File: config.mk
export PLATFORM = sky130hd
export DESIGN_NAME = pid_controller_trapezoid_integral
export DESIGN_NICKNAME = d
export VERILOG_FILES = /design/src/rtl/pidti_pkg.sv /design/src/rtl/pid_controller_trapezoid_integral.sv
export SDC_FILE = /design/constraint.sdc
export NUM_CORES = 2
export LEC_CHECK = 0
export BUFFER_PORTS_ARGS = -buffer_cell sky130_fd_sc_hd__buf_4
export CAP_MARGIN = 20
export CORE_ASPECT_RATIO = 1.2
export CORE_UTILIZATION = 60
export DETAILED_ROUTE_END_ITERATION = 7
export PLACE_DENSITY = 0.88
export SLEW_MARGIN = 40
export SYNTH_ARGS = -nofsm -noshare
export SYNTH_HDL_FRONTEND = slang
export SYNTH_SLANG_ARGS = --single-unit
File: constraint.sdc
create_clock -name i_clk -period 12.35 [get_ports i_clk]
set_input_delay 1.8525 -clock i_clk [delete_from_list [all_inputs] [get_ports i_clk]]
set_output_delay 1.8525 -clock i_clk [all_outputs]
set_load 0.005 [all_outputs]
File: src/rtl/pidti_pkg.sv
// Shared types and constants for the trapezoid-integral PID controller.
// No dependencies.
package pidti_pkg;

    localparam int GAIN_W    = 16;   // signed gain register width
    localparam int LIMIT_W   = 16;   // unsigned integral limit width
    localparam int DRIVE_W   = 32;   // saturated output width
    localparam int CFG_IDX_W = 3;    // configuration register index width

    localparam logic [LIMIT_W-1:0] LIMIT_RESET = 16'd50;

    // Configuration register indexes
    typedef enum logic [CFG_IDX_W-1:0] {
        CFG_SETPOINT  = 3'd0,
        CFG_GAIN_P    = 3'd1,
        CFG_GAIN_I    = 3'd2,
        CFG_GAIN_D    = 3'd3,
        CFG_INT_LIMIT = 3'd4
    } t_cfg_idx;

endpackage

File: src/rtl/pid_controller_trapezoid_integral.sv
// PID controller with trapezoid integral and windup guard, three-stage pipeline.
// Depends on pidti_pkg.
//
// An accepted request passes through stages A, B and C, then reaches the master side.
// Throughput: one request per cycle; each stage holds one request and advances
// whenever the stage after it is free or being drained, so only a stalled
// master side slows intake.
// Reset (i_rst_n low, synchronous): pipeline emptied, previous error and
// integral zeroed, setpoint and gains zeroed, integral limit set to 50.
module pid_controller_trapezoid_integral #(
    parameter int SAMPLE_WIDTH   = 16,
    parameter int GAIN_FRAC_BITS = 8
) (
    input  logic i_clk,
    input  logic i_rst_n,

    // Configuration write channel (always ready)
    input  logic                                i_cfg_valid,
    output logic                                o_cfg_ready,
    input  logic [pidti_pkg::CFG_IDX_W-1:0]     i_cfg_index,
    input  logic [((SAMPLE_WIDTH > pidti_pkg::GAIN_W) ?
                   SAMPLE_WIDTH : pidti_pkg::GAIN_W)-1:0] i_cfg_data,

    // Sample stream in
    input  logic                                s_axis_tvalid,
    output logic                                s_axis_tready,
    input  logic [((SAMPLE_WIDTH+7)/8)*8-1:0]   s_axis_tdata,  // [SAMPLE_WIDTH-1:0] measured
    input  logic [0:0]                          s_axis_tuser,  // [0] restart

    // Drive stream out
    output logic                                m_axis_tvalid,
    input  logic                                m_axis_tready,
    output logic [pidti_pkg::DRIVE_W-1:0]       m_axis_tdata,  // [31:0] drive
    output logic [0:0]                          m_axis_tuser   // [0] windup_cleared
);
    import pidti_pkg::*;

    localparam int ERR_W   = SAMPLE_WIDTH + 1;       // setpoint - measured
    localparam int DIFF_W  = ERR_W + 1;              // error - previous error
    localparam int INTEG_W = SAMPLE_WIDTH + 4;       // integral in half units
    localparam int LIM2_W  = LIMIT_W + 1;            // twice the limit
    localparam int CMP_W   = (INTEG_W > LIM2_W) ? INTEG_W : LIM2_W;
    localparam int P_W     = GAIN_W + ERR_W;
    localparam int D_W     = GAIN_W + DIFF_W;
    localparam int I_W     = GAIN_W + INTEG_W;
    localparam int SUM_RAW = GAIN_W + INTEG_W + 2;
    localparam int SUM_W   = (SUM_RAW > DRIVE_W + 1) ? SUM_RAW : DRIVE_W + 1;
    localparam int SHIFT   = GAIN_FRAC_BITS + 1;     // Q frac bits plus the half unit
    localparam int HI_W    = SUM_W - DRIVE_W + 1;

    localparam logic signed [DRIVE_W-1:0] DRIVE_MAX = {1'b0, {(DRIVE_W-1){1'b1}}};
    localparam logic signed [DRIVE_W-1:0] DRIVE_MIN = {1'b1, {(DRIVE_W-1){1'b0}}};

    // ---------------- configuration registers ----------------
    logic signed [SAMPLE_WIDTH-1:0] r_setpoint;
    logic signed [GAIN_W-1:0]       r_gain_p;
    logic signed [GAIN_W-1:0]       r_gain_i;
    logic signed [GAIN_W-1:0]       r_gain_d;
    logic        [LIMIT_W-1:0]      r_limit;

    assign o_cfg_ready = 1'b1;

    always_ff @(posedge i_clk) begin
        if (!i_rst_n) begin
            r_setpoint <= '0;
            r_gain_p   <= '0;
            r_gain_i   <= '0;
            r_gain_d   <= '0;
            r_limit    <= LIMIT_RESET;
        end else if (i_cfg_valid) begin
            unique case (t_cfg_idx'(i_cfg_index))
                CFG_SETPOINT:  r_setpoint <= i_cfg_data[SAMPLE_WIDTH-1:0];
                CFG_GAIN_P:    r_gain_p   <= i_cfg_data[GAIN_W-1:0];
                CFG_GAIN_I:    r_gain_i   <= i_cfg_data[GAIN_W-1:0];
                CFG_GAIN_D:    r_gain_d   <= i_cfg_data[GAIN_W-1:0];
                CFG_INT_LIMIT: r_limit    <= i_cfg_data[LIMIT_W-1:0];
                default: ;     // unused index: write dropped
            endcase
        end
    end

    // ---------------- pipeline flow control ----------------
    // Per-stage ready so a bubble ahead of a stalled output still fills.
    logic r_a_valid, r_b_valid, r_c_valid;
    logic ready_a, ready_b, ready_c;
    logic s_accept;

    assign ready_c       = !r_c_valid || m_axis_tready;
    assign ready_b       = !r_b_valid || ready_c;
    assign ready_a       = !r_a_valid || ready_b;
    assign s_axis_tready = ready_a;
    assign s_accept      = s_axis_tvalid && ready_a;

    // ---------------- stage A: error, integral, state update ----------------
    logic signed [ERR_W-1:0]   r_prev_err;
    logic signed [INTEG_W-1:0] r_integ;

    logic signed [SAMPLE_WIDTH-1:0] meas;
    logic                           restart;
    logic signed [ERR_W-1:0]        prev_eff;
    logic signed [INTEG_W-1:0]      integ_eff;
    logic        [INTEG_W-1:0]      integ_abs;
    logic        [LIM2_W-1:0]       lim2;
    logic                           below;
    logic signed [ERR_W-1:0]        n_err;
    logic signed [INTEG_W-1:0]      n_integ;
    logic signed [DIFF_W-1:0]       n_diff;

    assign meas    = s_axis_tdata[SAMPLE_WIDTH-1:0];
    assign restart = s_axis_tuser[0];

    always_comb begin
        // restart clears the state ahead of this sample
        prev_eff  = restart ? '0 : r_prev_err;
        integ_eff = restart ? '0 : r_integ;
        n_err     = {r_setpoint[SAMPLE_WIDTH-1], r_setpoint} - {meas[SAMPLE_WIDTH-1], meas};
        // guard works on |integral halves| < 2*limit; most-negative value maps
        // to its true magnitude as an unsigned number
        integ_abs = integ_eff[INTEG_W-1] ? INTEG_W'(-integ_eff) : INTEG_W'(integ_eff);
        lim2      = {r_limit, 1'b0};
        below     = CMP_W'(integ_abs) < CMP_W'(lim2);
        n_integ   = below
                  ? integ_eff
                    + {{(INTEG_W-ERR_W){n_err[ERR_W-1]}}, n_err}
                    + {{(INTEG_W-ERR_W){prev_eff[ERR_W-1]}}, prev_eff}
                  : '0;
        n_diff    = {n_err[ERR_W-1], n_err} - {prev_eff[ERR_W-1], prev_eff};
    end

    logic signed [ERR_W-1:0]   r_a_err;
    logic signed [DIFF_W-1:0]  r_a_diff;
    logic signed [INTEG_W-1:0] r_a_integ;
    logic                      r_a_clr;

    always_ff @(posedge i_clk) begin
        if (!i_rst_n) begin
            r_prev_err <= '0;
            r_integ    <= '0;
            r_a_valid  <= 1'b0;
        end else begin
            if (s_accept) begin
                r_prev_err <= n_err;
                r_integ    <= n_integ;
            end
            if (ready_a) begin
                r_a_valid <= s_axis_tvalid;
            end
        end
    end

    always_ff @(posedge i_clk) begin
        if (s_accept) begin
            r_a_err   <= n_err;
            r_a_diff  <= n_diff;
            r_a_integ <= n_integ;
            r_a_clr   <= !below;
        end
    end

    // ---------------- stage B: the three products ----------------
    logic signed [P_W-1:0] r_b_p, n_b_p;
    logic signed [D_W-1:0] r_b_d, n_b_d;
    logic signed [I_W-1:0] r_b_i, n_b_i;
    logic                  r_b_clr;

    assign n_b_p = r_gain_p * r_a_err;
    assign n_b_d = r_gain_d * r_a_diff;
    assign n_b_i = r_gain_i * r_a_integ;

    always_ff @(posedge i_clk) begin
        if (!i_rst_n) begin
            r_b_valid <= 1'b0;
        end else if (ready_b) begin
            r_b_valid <= r_a_valid;
        end
    end

    always_ff @(posedge i_clk) begin
        if (ready_b && r_a_valid) begin
            r_b_p   <= n_b_p;
            r_b_d   <= n_b_d;
            r_b_i   <= n_b_i;
            r_b_clr <= r_a_clr;
        end
    end

    // ---------------- stage C: sum, floor, saturate ----------------
    // P and D terms are doubled to share the integral's half-unit scale.
    logic signed [SUM_W-1:0]   n_sum;
    logic signed [SUM_W-1:0]   n_q;
    logic        [HI_W-1:0]    q_hi;
    logic signed [DRIVE_W-1:0] n_drive;

    always_comb begin
        n_sum = (SUM_W'(r_b_p) <<< 1) + (SUM_W'(r_b_d) <<< 1) + SUM_W'(r_b_i);
        n_q   = n_sum >>> SHIFT;       // arithmetic shift floors toward minus infinity
        q_hi  = n_q[SUM_W-1:DRIVE_W-1];
        if (q_hi == '0 || q_hi == '1) begin
            n_drive = n_q[DRIVE_W-1:0];
        end else if (n_q[SUM_W-1]) begin
            n_drive = DRIVE_MIN;
        end else begin
            n_drive = DRIVE_MAX;
        end
    end

    logic signed [DRIVE_W-1:0] r_c_drive;
    logic                      r_c_clr;

    always_ff @(posedge i_clk) begin
        if (!i_rst_n) begin
            r_c_valid <= 1'b0;
        end else if (ready_c) begin
            r_c_valid <= r_b_valid;
        end
    end

    always_ff @(posedge i_clk) begin
        if (ready_c && r_b_valid) begin
            r_c_drive <= n_drive;
            r_c_clr   <= r_b_clr;
        end
    end

    assign m_axis_tvalid   = r_c_valid;
    assign m_axis_tdata    = r_c_drive;
    assign m_axis_tuser[0] = r_c_clr;

`ifndef ASSERT_OFF
    // an accepted request always lands in stage A
    a_accept_to_a: assert property (@(posedge i_clk) disable iff (!i_rst_n)
        s_accept |=> r_a_valid)
        else $error("accepted request did not enter stage A");

    // stage A's integral copy tracks the live integral state
    a_integ_track: assert property (@(posedge i_clk) disable iff (!i_rst_n)
        r_a_valid |-> (r_a_integ == r_integ))
        else $error("stage A integral differs from integral state");

    // windup flag implies the integral was zeroed
    a_clr_zero: assert property (@(posedge i_clk) disable iff (!i_rst_n)
        (r_a_valid && r_a_clr) |-> (r_a_integ == '0))
        else $error("windup flagged with nonzero integral");

    // a stalled stage B never drops its request
    a_b_hold: assert property (@(posedge i_clk) disable iff (!i_rst_n)
        (r_b_valid && !ready_b) |=> r_b_valid)
        else $error("stage B request lost under stall");
`endif

endmodule
==> qor.txt <==
clock sinks: 308
Worst path max stage delay: 0.91 ns
Worst path most repeated cell: fa_1
layout net count: 6428
Req. time, crit path: 12.68 ns
H-tree depth: 2
top_reg_cell synth: edfxtp_1
die height: 314 um
most frequent cells in the layout: 1083 x inv_1, 940 x fa_1, 705 x nand2_1
share of post-route cells with drive strength above 1: 0.0370
worst hold start: r_b_clr
final setup vio count: 0
clock tree buffer depth: 3
PwrDens: 96.2 nW/um2
Setup WS pre-CTS: 5.03 ns
final hold vios: 0
internal power: 2.81 mW
GP Congestion: 0.942
IO Port Bufs: 75
All-Layer GR Usage: 0.327
Post-synth ARST share: 0
maximum capacitance violations: 0
clk slew on worst S/H paths: 0.07 ns
fillers: 6064
max-slew violations: 0
pin count of the biggest net entering global routing: 78
HP Class: flop to flop
postcts setup bufs: 0
Avg Vias per Cell: 5.86
Initial Utilization: 0.605
Stages on worst setup path: 20
fin crit period: 7.24 ns
Netlist cell types: 73
first-pass GRT wire length: 205 mm
peak supply drop: 0.178 mV
CTS tree: built
Hold Path Stages: 0
clock network power share: 0.229
Area Growth Syn to Fin: 5.16%
drt drc: 0
CP max stage cell: fa_1
final setup margin: 5.11 ns
cell area after synthesis: 48700 um2
Post-Syn Nets: 6492
I/O pins: 77
Crit Reg-Reg Startpoint: r_gain_p[1]
most common cell after layout, fill and taps aside: inv_1
synthesized area per cell: 9.45 um2
CORE AREA: 80400 um2
Post-synth EDFFs: 188
DIE WIDTH: 262 um
Starting DRT DRC Count: 3041
WL final: 127 mm
fmax: 138 MHz
fin crit share: 0.586
clk_lat worst skew: 0.61 ns
Least-Margin Pin Slew: 0.956 ns
Antenna Nets Post-Route: 0
#FFs+latches synth: 308
worst setup path class: flop to flop
CTS root buf: clkbuf_16
Worst slew margin: 0.362
grt total ovfl: 0
sw power: 2.12 mW
cell family with most CP delay: adder cells
switching power share of the total: 0.430
Rows: 114
run status: complete, no violations
Post-CTS Resized: 0
share of the yosys chip area belonging to registers: 0.165
Ys Warns: 0
DR pass1 iterations: 6
cts bufs inserted: 36
Pleak: 25.1 nW
Detailed Place HPWL: 99.0 mm
Die ar.: 82300 um2
Gate Count Post-Synth: 5150
reg2reg path depth: 20
CP Capture Type: flop
cts hold-fix bufs: 0
Logic pwr share: 0.419
initial antenna violation count: 5
worst-path cell chain: nand2_1, inv_1, fa_1, fa_1, fa_1, fa_1, fa_1, inv_1, fa_1, inv_1, ha_1, nand2_1, nor3_1, a21boi_0, o311a_1, a21oi_1, a2111oi_0, o21bai_1, a21oi_1, xnor2_1
WL/cell: 20.6 um
Layout Skew: 0.0442 ns
total vias in the final route: 36100
Post-Route Setup TNS: 0 ns
critical path data arrival time: 7.56 ns
number of global-route vias before repair: 39300
WP buf/inv: 3
RSZ-0062 raised after global routing: no
Flop pwr share: 0.352
CP Launch Type: flop
Critical Path Source: r_gain_p[1]
CP max FO: 18
==> stage by stage <==
stage,power [mW],instances,area (um2),utilization,hold WS [ns]
after detailed placement,3.75,6092,49900,0.621,0.422
after global placement,3.66,6092,49900,0.620,0.407
after CTS,4.88,6157,51100,0.636,0.426
after global routing,5.22,6157,51200,0.636,0.437
final,4.93,6160,51200,0.636,0.431
after floorplan,3.09,5150,48700,-,0.400
==> cell type report <==
cell class | instances | area, um2 | area share
multi-input cells | 3567 | 35900 | 0.700
flip-flops and latches | 308 | 8060 | 0.157
inverters | 1086 | 4080 | 0.0797
well taps | 1044 | 1310 | 0.0255
clock buffers | 42 | 953 | 0.0186
repair buffers | 87 | 661 | 0.0129
clock inverters | 23 | 274 | 0.00535
diodes | 3 | 7.51 | 0.000147
==> worst paths after layout <==
path	end	slack [ns]
setup / recovery	r_b_p[32]	5.11
hold / removal	m_axis_tuser	0.43
setup reg to reg	r_b_p[32]	5.11
hold reg to reg	m_axis_tuser	0.43
==> cells by family after synthesis <==
family                     share of synthesized area
other                                      0.0000770
buffers and inverters                         0.0991
DFF                                            0.165
and+or+nand+nor                                0.149
adders and majority gates                      0.479
muxes                                       0.000848
AOI/OAI and AO/OA                             0.0719
xor gates and xnor gates                      0.0344
==> power by group through the flow <==
stage                     Sequential, mW  Combinational [mW]  Clock [mW]
final                               1.73                2.07        1.13
after floorplan                     1.45                1.64           0
after global placement              1.71                1.95           0
after detailed placement            1.73                2.02           0
after CTS                           1.71                2.04        1.13
after global routing                1.74                2.31        1.17
==> synth_stat cells, types with 7 or more instances <==
library cell | n | area share
and2_1 | 423 | 0.054
nor2_1 | 164 | 0.013
a21oi_1 | 231 | 0.024
nand2_1 | 705 | 0.054
inv_1 | 1084 | 0.084
a211oi_1 | 20 | 0.0031
a21boi_0 | 7 | 0.0011
xnor2_1 | 131 | 0.024
a211o_1 | 7 | 0.0013
clkbuf_1 | 173 | 0.013
dfxtp_1 | 120 | 0.049
xor2_1 | 60 | 0.011
nor2b_1 | 28 | 0.0036
or3_1 | 7 | 0.00090
o21ai_0 | 78 | 0.0080
o211ai_1 | 19 | 0.0029
nand3_1 | 48 | 0.0049
o21bai_1 | 16 | 0.0025
and3_1 | 14 | 0.0018
or2_2 | 11 | 0.0014
or4_1 | 8 | 0.0012
nand4_1 | 10 | 0.0013
ha_1 | 361 | 0.093
a31oi_1 | 16 | 0.0021
edfxtp_1 | 188 | 0.12
nor3_1 | 38 | 0.0039
a2111oi_0 | 9 | 0.0016
nand2b_1 | 29 | 0.0037
fa_1 | 940 | 0.39
buf_1 | 8 | 0.00062
a21o_1 | 53 | 0.0082
o21a_1 | 36 | 0.0056
o31ai_1 | 9 | 0.0014
o311ai_0 | 9 | 0.0016
==> metal layers <==
metal | vias to the layer above | GRT usage | wire length (um)
met5 | - | 0 | 24
met4 | 4 | 0.266 | 12700
met3 | 633 | 0.0669 | 11000
met2 | 1888 | 0.538 | 60900
met1 | 18000 | 0.366 | 42400
li1 | 15600 | - | -
==> sequential cells by signal (all words and copies together), names as in the netlist <==
register,cells
r_setpoint,16
m_axis_tvalid,1
m_axis_tdata,28
r_a_integ,20
r_gain_i,16
r_b_clr,1
r_a_valid,1
r_a_err,17
m_axis_tuser,1
r_a_diff,18
r_gain_d,16
r_gain_p,16
r_b_p,33
r_integ,20
r_b_i,35
r_a_clr,1
r_limit,16
r_b_d,34
r_b_valid,1
r_prev_err,17
(Power assumes the default switching activity.)
